$ cat src/rtl/button_press_double_hold_classifier_core_assert.svh
// Assertion macros used by the button classifier RTL
`ifndef BUTTON_PRESS_DOUBLE_HOLD_CLASSIFIER_CORE_ASSERT_SVH
`define BUTTON_PRESS_DOUBLE_HOLD_CLASSIFIER_CORE_ASSERT_SVH

// same-cycle implication, disabled in reset
`define BPDH_ASSERT_SAME(label, clk, rstn, ante, cons) \
    label: assert property (@(posedge clk) disable iff (!(rstn)) (ante) |-> (cons)) \
        else $error("bpdh assertion failed");

// next-cycle implication, disabled in reset
`define BPDH_ASSERT_NEXT(label, clk, rstn, ante, cons) \
    label: assert property (@(posedge clk) disable iff (!(rstn)) (ante) |=> (cons)) \
        else $error("bpdh assertion failed");

`endif

$ cat src/rtl/bpdh_pkg.sv
// Package: types and constants for the button press classifier
`timescale 1ns / 1ps
`default_nettype none
package bpdh_pkg;

    localparam int unsigned TimeW  = 32;
    localparam int unsigned LimitW = 16;
    localparam int unsigned CfgIdxW = 2;

    typedef enum logic [1:0] {
        EV_NONE   = 2'd0,
        EV_SINGLE = 2'd1,
        EV_DOUBLE = 2'd2,
        EV_HOLD   = 2'd3
    } event_t;

    typedef enum logic [1:0] {
        PH_IDLE     = 2'd0,
        PH_DOWN     = 2'd1,
        PH_RELEASED = 2'd2
    } phase_t;

    localparam logic [CfgIdxW-1:0] REG_INVERT_LEVEL = 2'd0;
    localparam logic [CfgIdxW-1:0] REG_DOUBLE_WIN   = 2'd1;
    localparam logic [CfgIdxW-1:0] REG_HOLD_LIMIT   = 2'd2;

    localparam logic [LimitW-1:0] DOUBLE_WIN_RESET = 16'd300;
    localparam logic [LimitW-1:0] HOLD_LIMIT_RESET = 16'd1000;

    typedef struct packed {
        logic              invert_level;
        logic [LimitW-1:0] double_window_ms;
        logic [LimitW-1:0] hold_limit_ms;
    } cfg_t;

    typedef struct packed {
        logic             level;
        logic [TimeW-1:0] now_ms;
    } sample_t;

endpackage
`default_nettype wire

$ cat src/rtl/bpdh_cfg_regs.sv
// Configuration register file for the button press classifier
`timescale 1ns / 1ps
`default_nettype none
module bpdh_cfg_regs (
    input  wire logic                           aclk,
    input  wire logic                           aresetn,
    input  wire logic                           cfg_wr_en,
    input  wire logic [bpdh_pkg::CfgIdxW-1:0]   cfg_index,
    input  wire logic [bpdh_pkg::LimitW-1:0]    cfg_wdata,
    output bpdh_pkg::cfg_t                      cfg
);
    import bpdh_pkg::*;

    cfg_t cfg_reg;

    always_ff @(posedge aclk) begin
        if (!aresetn) begin
            cfg_reg.invert_level     <= 1'b0;
            cfg_reg.double_window_ms <= DOUBLE_WIN_RESET;
            cfg_reg.hold_limit_ms    <= HOLD_LIMIT_RESET;
        end else if (cfg_wr_en) begin
            case (cfg_index)
                REG_INVERT_LEVEL: cfg_reg.invert_level     <= cfg_wdata[0];
                REG_DOUBLE_WIN:   cfg_reg.double_window_ms <= cfg_wdata;
                REG_HOLD_LIMIT:   cfg_reg.hold_limit_ms    <= cfg_wdata;
                default: ;
            endcase
        end
    end

    assign cfg = cfg_reg;

endmodule
`default_nettype wire

$ cat src/rtl/bpdh_in_stage.sv
// Input register stage for button samples
`timescale 1ns / 1ps
`default_nettype none
module bpdh_in_stage (
    input  wire logic               aclk,
    input  wire logic               aresetn,
    input  wire logic               s_valid,
    output logic                    s_ready,
    input  wire bpdh_pkg::sample_t  s_item,
    output logic                    q_valid,
    input  wire logic               q_ready,
    output bpdh_pkg::sample_t       q_item
);
    import bpdh_pkg::*;

    logic    vld_reg;
    sample_t item_reg;

    assign s_ready = !vld_reg || q_ready;

    always_ff @(posedge aclk) begin
        if (!aresetn) begin
            vld_reg <= 1'b0;
        end else if (s_ready) begin
            vld_reg <= s_valid;
        end
    end

    always_ff @(posedge aclk) begin
        if (s_valid && s_ready) begin
            item_reg <= s_item;
        end
    end

    assign q_valid = vld_reg;
    assign q_item  = item_reg;

endmodule
`default_nettype wire

$ cat src/rtl/bpdh_classify.sv
// Edge detection, phase machine and result register
`timescale 1ns / 1ps
`default_nettype none
`include "button_press_double_hold_classifier_core_assert.svh"
module bpdh_classify (
    input  wire logic               aclk,
    input  wire logic               aresetn,
    input  wire bpdh_pkg::cfg_t     cfg,
    input  wire logic               q_valid,
    output logic                    q_ready,
    input  wire bpdh_pkg::sample_t  q_item,
    output logic                    m_valid,
    input  wire logic               m_ready,
    output logic [1:0]              m_event_res
);
    import bpdh_pkg::*;

    phase_t           phase_reg, phase_next;
    logic             last_level_reg;
    logic [TimeW-1:0] press_time_reg, press_time_next;
    logic             out_vld_reg;
    event_t           event_reg, event_next;

    logic             lvl;
    logic             rise;
    logic             fall;
    logic [TimeW-1:0] elapsed;
    logic [TimeW-1:0] win_ext;
    logic [TimeW-1:0] hold_ext;
    logic             adv;

    assign q_ready = !out_vld_reg || m_ready;
    assign adv     = q_valid && q_ready;

    assign lvl      = q_item.level ^ cfg.invert_level;
    assign rise     = lvl && !last_level_reg;
    assign fall     = !lvl && last_level_reg;
    assign elapsed  = q_item.now_ms - press_time_reg;
    assign win_ext  = {{(TimeW-LimitW){1'b0}}, cfg.double_window_ms};
    assign hold_ext = {{(TimeW-LimitW){1'b0}}, cfg.hold_limit_ms};

    always_comb begin
        phase_next      = phase_reg;
        press_time_next = press_time_reg;
        event_next      = EV_NONE;
        case (phase_reg)
            PH_DOWN: begin
                if (fall) begin
                    phase_next = PH_RELEASED;
                end else if (elapsed > hold_ext) begin
                    phase_next = PH_IDLE;
                    event_next = EV_HOLD;
                end
            end
            PH_RELEASED: begin
                if (rise && (elapsed < win_ext)) begin
                    phase_next = PH_IDLE;
                    event_next = EV_DOUBLE;
                end else if (elapsed > win_ext) begin
                    phase_next = PH_IDLE;
                    event_next = EV_SINGLE;
                end
            end
            default: begin
                if (rise) begin
                    phase_next      = PH_DOWN;
                    press_time_next = q_item.now_ms;
                end
            end
        endcase
    end

    always_ff @(posedge aclk) begin
        if (!aresetn) begin
            phase_reg      <= PH_IDLE;
            last_level_reg <= 1'b0;
            press_time_reg <= '0;
        end else if (adv) begin
            phase_reg      <= phase_next;
            last_level_reg <= lvl;
            press_time_reg <= press_time_next;
        end
    end

    always_ff @(posedge aclk) begin
        if (!aresetn) begin
            out_vld_reg <= 1'b0;
        end else if (q_ready) begin
            out_vld_reg <= q_valid;
        end
    end

    always_ff @(posedge aclk) begin
        if (adv) begin
            event_reg <= event_next;
        end
    end

    assign m_valid     = out_vld_reg;
    assign m_event_res = event_reg;

    `BPDH_ASSERT_NEXT(a_idle_no_event, aclk, aresetn,
        adv && (phase_reg == PH_IDLE), event_reg == EV_NONE)
    `BPDH_ASSERT_NEXT(a_event_to_idle, aclk, aresetn,
        adv && (event_next != EV_NONE), phase_reg == PH_IDLE)
    `BPDH_ASSERT_NEXT(a_press_time_hold, aclk, aresetn,
        !(adv && (phase_reg == PH_IDLE)), $stable(press_time_reg))
    `BPDH_ASSERT_SAME(a_hold_from_down, aclk, aresetn,
        adv && (event_next == EV_HOLD), phase_reg == PH_DOWN)

endmodule
`default_nettype wire

$ cat src/rtl/button_press_double_hold_classifier_core.sv
// Top level: button press classifier (single, double, hold)
// A sample transfer passes through the input register, then the result register; back-pressure can stall either.
// Throughput: one sample per cycle while m_ready holds; one result per sample, set by the single result register.
// Reset: synchronous active-low aresetn clears valids, phase, last level and press time,
// and loads config defaults (invert 0, double window 300 ms, hold limit 1000 ms).
`timescale 1ns / 1ps
`default_nettype none
module button_press_double_hold_classifier_core (
    input  wire logic                           aclk,
    input  wire logic                           aresetn,
    input  wire logic                           cfg_wr_en,
    input  wire logic [bpdh_pkg::CfgIdxW-1:0]   cfg_index,
    input  wire logic [bpdh_pkg::LimitW-1:0]    cfg_wdata,
    input  wire logic                           s_valid,
    output logic                                s_ready,
    input  wire logic                           s_level,
    input  wire logic [bpdh_pkg::TimeW-1:0]     s_now_ms,
    output logic                                m_valid,
    input  wire logic                           m_ready,
    output logic [1:0]                          m_event_res
);
    import bpdh_pkg::*;

    cfg_t    cfg;
    sample_t s_item;
    sample_t q_item;
    logic    q_valid;
    logic    q_ready;

    assign s_item.level  = s_level;
    assign s_item.now_ms = s_now_ms;

    bpdh_cfg_regs u_cfg (
        .aclk      (aclk),
        .aresetn   (aresetn),
        .cfg_wr_en (cfg_wr_en),
        .cfg_index (cfg_index),
        .cfg_wdata (cfg_wdata),
        .cfg       (cfg)
    );

    bpdh_in_stage u_in (
        .aclk    (aclk),
        .aresetn (aresetn),
        .s_valid (s_valid),
        .s_ready (s_ready),
        .s_item  (s_item),
        .q_valid (q_valid),
        .q_ready (q_ready),
        .q_item  (q_item)
    );

    bpdh_classify u_cls (
        .aclk        (aclk),
        .aresetn     (aresetn),
        .cfg         (cfg),
        .q_valid     (q_valid),
        .q_ready     (q_ready),
        .q_item      (q_item),
        .m_valid     (m_valid),
        .m_ready     (m_ready),
        .m_event_res (m_event_res)
    );

endmodule
`default_nettype wire

$ cat config.mk
export PLATFORM = sky130hd
export DESIGN_NAME = button_press_double_hold_classifier_core
export DESIGN_NICKNAME = d
export VERILOG_FILES = /design/src/rtl/bpdh_pkg.sv /design/src/rtl/bpdh_cfg_regs.sv /design/src/rtl/bpdh_in_stage.sv /design/src/rtl/bpdh_classify.sv /design/src/rtl/button_press_double_hold_classifier_core.sv
export VERILOG_INCLUDE_DIRS = /design/src /design/src/rtl
export SDC_FILE = /design/constraint.sdc
export NUM_CORES = 1
export LEC_CHECK = 0
export BUFFER_PORTS_ARGS = -buffer_cell sky130_fd_sc_hd__buf_2
export CAP_MARGIN = 40
export CELL_PAD_IN_SITES_DETAIL_PLACEMENT = 1
export CELL_PAD_IN_SITES_GLOBAL_PLACEMENT = 1
export CORE_UTILIZATION = 49
export DETAILED_ROUTE_END_ITERATION = 16
export PLACE_DENSITY_LB_ADDON = 0.3
export SYNTH_ARGS = -nofsm -noshare
export SYNTH_HDL_FRONTEND = slang
export SYNTH_SLANG_ARGS = --single-unit
export TNS_END_PERCENT = 50
$ cat constraint.sdc
create_clock -name aclk -period 11.2 [get_ports aclk]
set_input_delay 1.68 -clock aclk [delete_from_list [all_inputs] [get_ports aclk]]
set_output_delay 1.68 -clock aclk [all_outputs]
set_load 0.02 [all_outputs]
# Word level (Yosys, flattened, before mapping)
# Cells that the tools add are included.
[word_totals]
output_inout_bits = 4
register_bits = 105
word_cells = 53
[op_classes]
n_eq_ne = 6
add_sub_neg = 1
magnitude_cmp = 3
n_reduce_logical = 19
muxes = 11
bitwise = 2
[ops]
columns = ["cell", "count"]
rows = [
  ["32-bit by 16-bit greater-than comparator with 1-bit output", 2],
  ["32-bit by 16-bit < comparator with 1-bit output", 1],
  ["32-bit subtractor", 1],
  ["2-bit two-way mux", 8],
  ["2-bit case mux with 2 select lines", 2],
  ["3-bit by 1-bit != test with 1-bit output (second input constant)", 2],
  ["2-bit AND reduction", 3],
  ["1-bit logical AND", 5],
  ["2-bit by 1-bit == test with 1-bit output (second input constant)", 2],
  ["2-bit == test (second input constant)", 2],
  ["1-bit zero test", 4],
  ["4-bit AND reduction", 1],
  ["3-bit AND reduction", 1],
  ["3-bit nonzero test", 1],
  ["2-bit zero test", 1],
  ["1-bit logical OR", 2],
  ["2-bit OR reduction", 1],
  ["1-bit two-way mux", 1],
  ["1-bit inverter", 1],
  ["1-bit XOR", 1],
]

# Longest topological paths before layout
# Gate-level depths: netlist of run 1.
[depth]
word_depth = 5
ltp_mapped = 20
ltp_nobuf = 20

# By module
# From an unflattened synthesis of run 1, not the netlist that was laid out.
[unflattened]
cells_unflattened = 802
area_unflattened_um2 = 6925.4
[by_module_without_submodules]
columns = ["mod", "area_each_um2", "cells_each", "instances"]
rows = [
  ["bpdh_classify", 4520.6, 629, 1],
  ["bpdh_cfg_regs", 1356.3, 135, 1],
  ["bpdh_in_stage", 1048.5, 38, 1],
]

# Least setup slack after synthesis of run 1
# Ideal clock, no wire load.
[synth_timing]
kind = "register to register"
from = "register u_in.item_reg, in the netlist u_in.q_item[0]"
to = "register u_cls.phase_reg[0]"
t_arrival_ps = 3867
slack_ps = 7261
synth_period_minus_slack_ps = 3939
required_time_ps = 11128
path_stages_with_launch = 20
path_cell_list = "edfxtp_1 > inv_1 > ha_1 > fa_1 > nor2b_1 > o2111ai_1 > a21boi_1 > o21ai_0 > nand2_1 > xor2_1 > ha_1 > a21o_1 > a211o_1 > o211ai_1 > a21oi_1 > o31a_1 > o22a_1 > or3_1 > o21ai_1 > mux2i_1"
[synth_between]
elab_chain_cells = 5
elab_cells_between_ends = 10
[synth_rtl]
columns = ["element", "line", "source"]
rows = [
  ["start: declaration", "bpdh_in_stage.sv:17", "sample_t item_reg;"],
  ["start signal: assignment", "bpdh_in_stage.sv:31", "item_reg <= s_item;"],
  ["32-bit subtractor *", "bpdh_classify.sv:38", "assign elapsed = q_item.now_ms - press_time_reg;"],
  ["32-bit by 16-bit < comparator with 1-bit output", "bpdh_classify.sv:56", "if (rise && (elapsed < win_ext)) begin"],
  ["1-bit logical AND", "bpdh_classify.sv:56", ""],
  ["3-bit by 1-bit != test with 1-bit output (no line) / 2-bit two-way mux (equally long branches)", "--", ""],
  ["4-bit AND reduction (no line) / 2-bit case mux with 2 select lines (equally long branches)", "--", ""],
  ["end signal: assignment", "bpdh_classify.sv:79", "phase_reg <= phase_next;"],
  ["end: declaration", "bpdh_classify.sv:18", "phase_t phase_reg, phase_next;"],
]
# Every way passes the cells marked *; elsewhere a longest branch is shown, timed or not.
# A chain may end at the register's enable or synchronous reset.

# Worst setup path in the final report of run 1
[layout_timing]
from = "register u_in.item_reg, in the netlist u_in.q_item[4]"
to = "register u_cls.phase_reg[1]"
# The elaborated chain is that of the path after synthesis.

==> impl_metrics.yaml, run 1 <==
status:
  status: "finished clean"
setup_path:
  rr_worst_depth: 18
  arrival_ps: 4710
  critPathRequiredTime_ps: 11420
  worstSetupPathType: "reg2reg"
  worst_setup_path_end_kind: "register"
  rr_endpoint: "u_cls.phase_reg[1]$_SDFFE_PN0P_"
  r2r-start: "u_in.q_item[4]$_DFFE_PP_"
  start_kind: "register"
  reg2reg_slack_ps: 6710
  path_max_fanout: 5
min_path:
  hold_path.class: "reg2reg"
  min_to: "u_cls.press_time_reg[17]$_SDFFE_PN0P_"
  hp-start: "u_cls.press_time_reg[17]$_SDFFE_PN0P_"
  hold_depth: 2
logic_synthesis:
  syn_avg_cell_area_um2: 8.385
  synth-main-ff-cell: "dfxtp_1"
  ys_warn_count: 0
  ys_types: 70
  synth-edff-count: 35
  seq_area_frac_synth_pct: 36.79
  synth_fp_nets: 917
  ys_seq_elements: 105
  synthCells: 795
  syn-cell-area_um2: 6666
  async_flop_share_pct: 0
cells_and_area:
  layout.cells.most_common_list: "nand2_1 (145), inv_1 (73), dfxtp_1 (70), a21oi_1 (65), ha_1 (65)"
  antenna_cells: 0
  fin_area_um2: 7503
  fillers: 1620
  drive_above_1_share_pct: 10.97
  area_delta_synth_final_pct: 12.56
  final_nets: 965
  final_common_cell: "nand2_1"
floorplan:
  num_io_pins: 60
  die_h_um: 118.6
  row_count: 42
  core_area_um2: 13240
  die_w_um: 118.6
  start_util_pct: 50.34
  die_area_um2: 14080
route:
  routed_wl_mm: 19.06
  drt_first_pass_iters: 4
  ant_nets: 0
  via_per_inst: 5.877
  drc: 0
  drtIter0Drc: 273
  dr_total_vias: 6018
  drt-wirelength-per-cell_um: 18.62
clock_network:
  clkLatencyLatePin_ps: 360
  cts_buffer_depth: 2
  cts_resized: 0
  clkTransAtPathRegs_ps: 70
  clock-root-buffer: "clkbuf_16"
  cts_setup_buffers: 0
  cts_buffers: 9
  cts_tree: "done"
  h-tree-depth: 3
  cts_num_sinks: 105
  hold_buffers: 0
sta:
  slew_headroom_pct: 39.24
  hold_viol: 0
  fin_crit_sh_pct: 40.10
  fin_tns_setup_ps: 0
  slew_violations: 0
  fmaxAchievable_mhz: 222.6
  rsz0062_at_grt: "false"
  skew_ps: 5.645
  period_minus_slack_ps: 4492
  setup_viol: 0
  tightest_slew_ps: 911.3
job:
  cap_violations: 0
placement:
  io_buffers: 59
  post_dp_cell_area_um2: 7139
  gp_congestion: 0.8807
  dp_hpwl_mm: 14.25
power:
  peakVddDrop_mv: 0.06790
  power_density_nw_per_um2: 139.4
  p_leak_nw: 2.963
global_routing:
  grt_pass1_vias: 6529
  antenna_found_initial: 0
  grt_start_max_net_pins: 42
  gr-total-overflow: 0
  grt.total_usage_pct: 28.27
  grt_pass1_wl_mm: 31.33
where the power goes:
group	internal [mW]	switching (mW)
combinational	0.0953	0.144
clock	0.239	0.147
sequential	0.411	0.00941
total	0.745	0.301
how the worst max path moves through the flow:
| stage | start | endpoint | cells after the start |
|---|---|---|---|
| after floorplan | u_in.q_item[0]$_DFFE_PP_ | u_cls.phase_reg[0]$_SDFFE_PN0P_ | 19 |
| after global placement | u_in.q_item[0]$_DFFE_PP_ | u_cls.phase_reg[0]$_SDFFE_PN0P_ | 19 |
| after detailed placement | u_in.q_item[0]$_DFFE_PP_ | u_cls.phase_reg[0]$_SDFFE_PN0P_ | 19 |
| after CTS | u_in.q_item[4]$_DFFE_PP_ | u_cls.phase_reg[1]$_SDFFE_PN0P_ | 18 |
| after global routing | u_in.q_item[0]$_DFFE_PP_ | u_cls.phase_reg[0]$_SDFFE_PN0P_ | 19 |
| final | u_in.q_item[4]$_DFFE_PP_ | u_cls.phase_reg[1]$_SDFFE_PN0P_ | 18 |
critical path: stages, from the launching register on:
cell,delay (ps)
edfxtp_1,400
ha_1,380
a21o_1,220
a31o_1,250
o21a_1,220
o21a_1,170
nor2_1,110
xnor2_1,110
ha_1,210
or3_1,400
a221oi_1,300
o21ai_1,130
a311o_1,360
o31ai_1,370
nor2_1,70
o32ai_1,300
nor4_1,80
o211ai_1,170
o21ai_0,100
layout make-up:
| cell class | count | area, um^2 | area share [%] |
|---|---|---|---|
| Inverter | 73 | 274.0 | 3.652 |
| Clock buffer | 12 | 267.8 | 3.568 |
| Multi-Input combinational cell | 590 | 3832 | 51.08 |
| Clock inverter | 4 | 96.34 | 1.284 |
| Tap cell | 176 | 220.2 | 2.935 |
| Sequential cell | 105 | 2452 | 32.68 |
| Timing Repair Buffer | 64 | 360.3 | 4.802 |
synthesized netlist by cell type (4+ instances only):
master,instances,share of area (%)
or3_1,9,0.84
nand2b_1,6,0.56
a21boi_0,27,3.0
a21oi_1,65,4.9
xnor2_1,11,1.4
and2_1,5,0.47
nor2b_1,7,0.66
edfxtp_1,35,16
o21bai_1,6,0.68
o21a_1,17,1.9
inv_1,73,4.1
nor2_1,30,1.7
o21ai_1,11,0.83
a31oi_1,5,0.47
mux2i_1,5,0.75
o211ai_1,13,1.5
nand2_1,145,8.2
and3_1,7,0.66
nand4_1,14,1.3
buf_2,5,0.38
a21o_1,23,2.6
dfxtp_1,70,21
o21ai_0,31,2.3
nor3_1,7,0.53
ha_1,65,12
nand3_1,15,1.1
clkbuf_1,22,1.2
xor2_1,4,0.53
nor3b_1,4,0.45
per-stage QoR:
| stage | util [%] | hold slack [ps] | setup slack, ps | power [mW] | instances |
|---|---|---|---|---|---|
| floorplan | - | 436.3 | 7261 | 0.5901 | 795 |
| finish | 56.66 | 460.7 | 6708 | 1.046 | 1024 |
| detailed placement | 53.91 | 452.9 | 6798 | 0.6608 | 1008 |
| global placement | 53.59 | 442.0 | 6967 | 0.6428 | 1006 |
| CTS | 56.66 | 462.6 | 6749 | 1.048 | 1024 |
| global route | 56.66 | 482.1 | 6443 | 1.088 | 1024 |
metal layers:
metal	vias to the layer above	routed length (um)	GRT usage, %
li1	2899	-	-
met1	2957	8215	31.79
met2	122	9629	51.61
met3	40	555	4.199
met4	0	661	14.16
met5	-	0	0
kinds of logic (layout without fill, tap and decap cells):
kind of cell | count (synthesis) | after routing | synth area share [%]
AND/OR/NAND/NOR | 269 | 269 | 18.92
adder cells (fa/ha/maj) | 66 | 66 | 12.50
multiplexers | 6 | 6 | 0.9197
flip-flops | 105 | 105 | 36.79
AO/OA/AOI/OAI | 234 | 234 | 23.18
XOR/XNOR | 15 | 15 | 1.971
buffers and inverters | 100 | 153 | 5.724
(Power assumes the default switching activity.)
==> inputs of run 2 (changes only) <==
Settings changed: ABC_AREA from default to 1, CORE_UTILIZATION 49 to 40.
Clock period 11.2 ns to 3.75 ns, I/O delays scaled along.
==> impl_metrics.yaml, run 2 <==
global_routing:
  antenna_found_initial: 0
  gr-total-overflow: 0
  grt_start_max_net_pins: 63
  grt.total_usage_pct: 22.21
  grt_pass1_vias: 6492
  grt_pass1_wl_mm: 31.15
power:
  power.clock.fraction_pct: 32.6
  p_leak_nw: 3.948
  comb_power_share_pct: 28.5
  power_frac_seq_pct: 39.0
  peakVddDrop_mv: 0.2348
  power_density_nw_per_um2: 418.4
  p_int_mw: 2.194
  swShare_pct: 32.73
  p_sw_mw: 1.067
sta:
  period_minus_slack_ps: 3374
  rsz0062_at_grt: "false"
  fin_tns_setup_ps: 0
  setup_viol: 0
  fmaxAchievable_mhz: 296.4
  hold_viol: 0
  slew_violations: 0
  skew_ps: 7.865
  fin_crit_sh_pct: 89.98
  slew_headroom_pct: 55.21
  tightest_slew_ps: 671.1
min_path:
  hold_path.class: "in2reg"
  min_to: "u_in.q_item[1]$_DFFE_PP_"
  hp-start: "s_now_ms[1]"
  hold_depth: 1
logic_synthesis:
  synth-edff-count: 35
  syn_avg_cell_area_um2: 6.951
  netlist.area_leader.share_pct: 20.36
  async_flop_share_pct: 0
  synth_fp_nets: 1112
  syn-cell-area_um2: 6882
  ys_warn_count: 0
  synth_common_cells: "nand2_1 (272), inv_1 (204), a21oi_1 (87), dfxtp_1 (70), ha_1 (65)"
  ys_types: 35
  synth-main-ff-cell: "dfxtp_1"
  synthTopCellsByArea: "dfxtp_1 (20%), edfxtp_1 (15%), nand2_1 (15%), ha_1 (12%), inv_1 (11%)"
  ys_seq_elements: 105
  yosysTopAreaCell: "dfxtp_1"
  seq_area_frac_synth_pct: 35.64
  synthCells: 990
  yosysMostFrequentCell: "nand2_1"
setup_path:
  start_kind: "register"
  worst_setup_path_end_kind: "register"
  reg2reg_slack_ps: 380
  arrival_ps: 3630
  r2r-start: "u_in.q_item[10]$_DFFE_PP_"
  path_max_fanout: 4
  critPathRequiredTime_ps: 4000
  worstSetupPathType: "reg2reg"
  rr_endpoint: "u_cls.phase_reg[1]$_SDFFE_PN0P_"
  rr_worst_depth: 21
placement:
  post_dp_cell_area_um2: 7443
  io_buffers: 59
  dp.cells: 1257
  dp_hpwl_mm: 14.86
  gp_congestion: 0.8646
cells_and_area:
  multi_input_area_um2: 3611
  final_cells: 1273
  fin_area_um2: 7795
  final_nets: 1170
  final_common_cell: "nand2_1"
  layout.cells.most_common_list: "nand2_1 (272), inv_1 (204), a21oi_1 (87), dfxtp_1 (70), ha_1 (65)"
  antenna_cells: 0
  drive_above_1_share_pct: 9.497
  fillers: 2222
  area_delta_synth_final_pct: 13.27
  ff_latch_area_um2: 2452
route:
  drc: 0
  via_per_inst: 4.977
  drt_first_pass_iters: 4
  ant_nets: 0
  routed_wl_mm: 18.41
  drtIter0Drc: 198
  drt-wirelength-per-cell_um: 14.47
  dr_total_vias: 6336
clock_network:
  cts_resized: 0
  clkLatencyLatePin_ps: 360
  clkTransAtPathRegs_ps: 70
  cts_buffer_depth: 2
  clock-root-buffer: "clkbuf_16"
  hold_buffers: 0
  cts_num_sinks: 105
  cts_tree: "done"
  h-tree-depth: 3
  cts_setup_buffers: 0
  cts_buffers: 9
floorplan:
  start_util_pct: 41.20
  die_w_um: 133.2
  die_area_um2: 17730
  row_count: 47
  num_io_pins: 60
  die_h_um: 133.2
  core_area_um2: 16700
job:
  cap_violations: 0
status:
  status: "finished clean"
run 2: cell count changes after synthesis, sizes merged, moves of 11 or more:
cell	change
a21o	-22
nand3	+18
xor2	+11
nand2	+132
a21oi	+21
o21a	-17
nor2	+35
o21ai	+19
inv	+132
a21boi	-27
run 2: final cells by class:
cell class | instances | area share [%]
Sequential cell | 105 | 31.46
Timing Repair Buffer | 64 | 4.430
Multi-Input combinational cell | 663 | 46.32
Clock buffer | 12 | 3.708
Tap cell | 220 | 3.531
Clock inverter | 4 | 0.6742
Inverter | 205 | 9.872
run 2: worst max-delay path, cell delays in order, from the launching register on:
cell and delay, ps:
edfxtp_1 400, ha_1 420, nand2_1 130, inv_1 90
nand2_1 90, inv_1 90, nand2_1 70, nand2_1 80
inv_1 50, nand2_1 90, xor2_1 290, ha_1 310
a21oi_1 130, nor2_1 50, a211oi_1 170, o21ai_0 140
o22ai_1 230, nand4_1 170, nand3_2 110, nand2_1 60
nand2_1 60, nor2_1 50
run 2: logic make-up after synthesis:
group / count (synthesis) / share of synthesized area, %
fa+ha+maj: 66 / 12.11
flops: 105 / 35.64
buf+inv: 222 / 12.11
compound gates: 171 / 13.29
simple gates: 410 / 24.82
xor+xnor: 16 / 2.036
run 2: per-stage QoR:
| step | total power, mW | util (%) | setup WS, ps | hold WS, ps |
|---|---|---|---|---|
| floorplan | 1.952 | - | 961.0 | 433.1 |
| global placement | 2.185 | 44.45 | 295.0 | 444.7 |
| detailed placement | 2.218 | 44.57 | 241.9 | 452.3 |
| CTS | 3.285 | 46.61 | 234.6 | 362.9 |
| global route | 3.476 | 46.67 | 15.56 | 356.1 |
| finish | 3.261 | 46.67 | 375.8 | 369.1 |
run 2: worst max-delay path by stage:
stage | to | slack [ps] | start
global placement | u_cls.phase_reg[0]$_SDFFE_PN0P_ | 290 | u_in.q_item[0]$_DFFE_PP_
global route | u_cls.phase_reg[0]$_SDFFE_PN0P_ | 20 | u_in.q_item[0]$_DFFE_PP_
CTS | u_cls.phase_reg[1]$_SDFFE_PN0P_ | 230 | u_in.q_item[10]$_DFFE_PP_
finish | u_cls.phase_reg[1]$_SDFFE_PN0P_ | 380 | u_in.q_item[10]$_DFFE_PP_
detailed placement | u_cls.phase_reg[1]$_SDFFE_PN0P_ | 240 | u_in.q_item[10]$_DFFE_PP_
floorplan | u_cls.phase_reg[1]$_SDFFE_PN0P_ | 960 | u_in.q_item[0]$_DFFE_PP_
run 2: power by group through the flow:
stage / logic, mW / registers (mW) / clock network [mW]
after detailed placement: 0.920 / 1.30 / 0
after floorplan: 0.661 / 1.29 / 0
after global routing: 1.07 / 1.28 / 1.13
after global placement: 0.891 / 1.29 / 0
final: 0.928 / 1.27 / 1.06
after CTS: 0.932 / 1.27 / 1.08
run 2: metal layers:
metal	share of wire, %	track usage (%)
met5	0	0
met4	1.4	6.629
met3	2.7	3.691
met2	48	38.19
met1	48	28.52
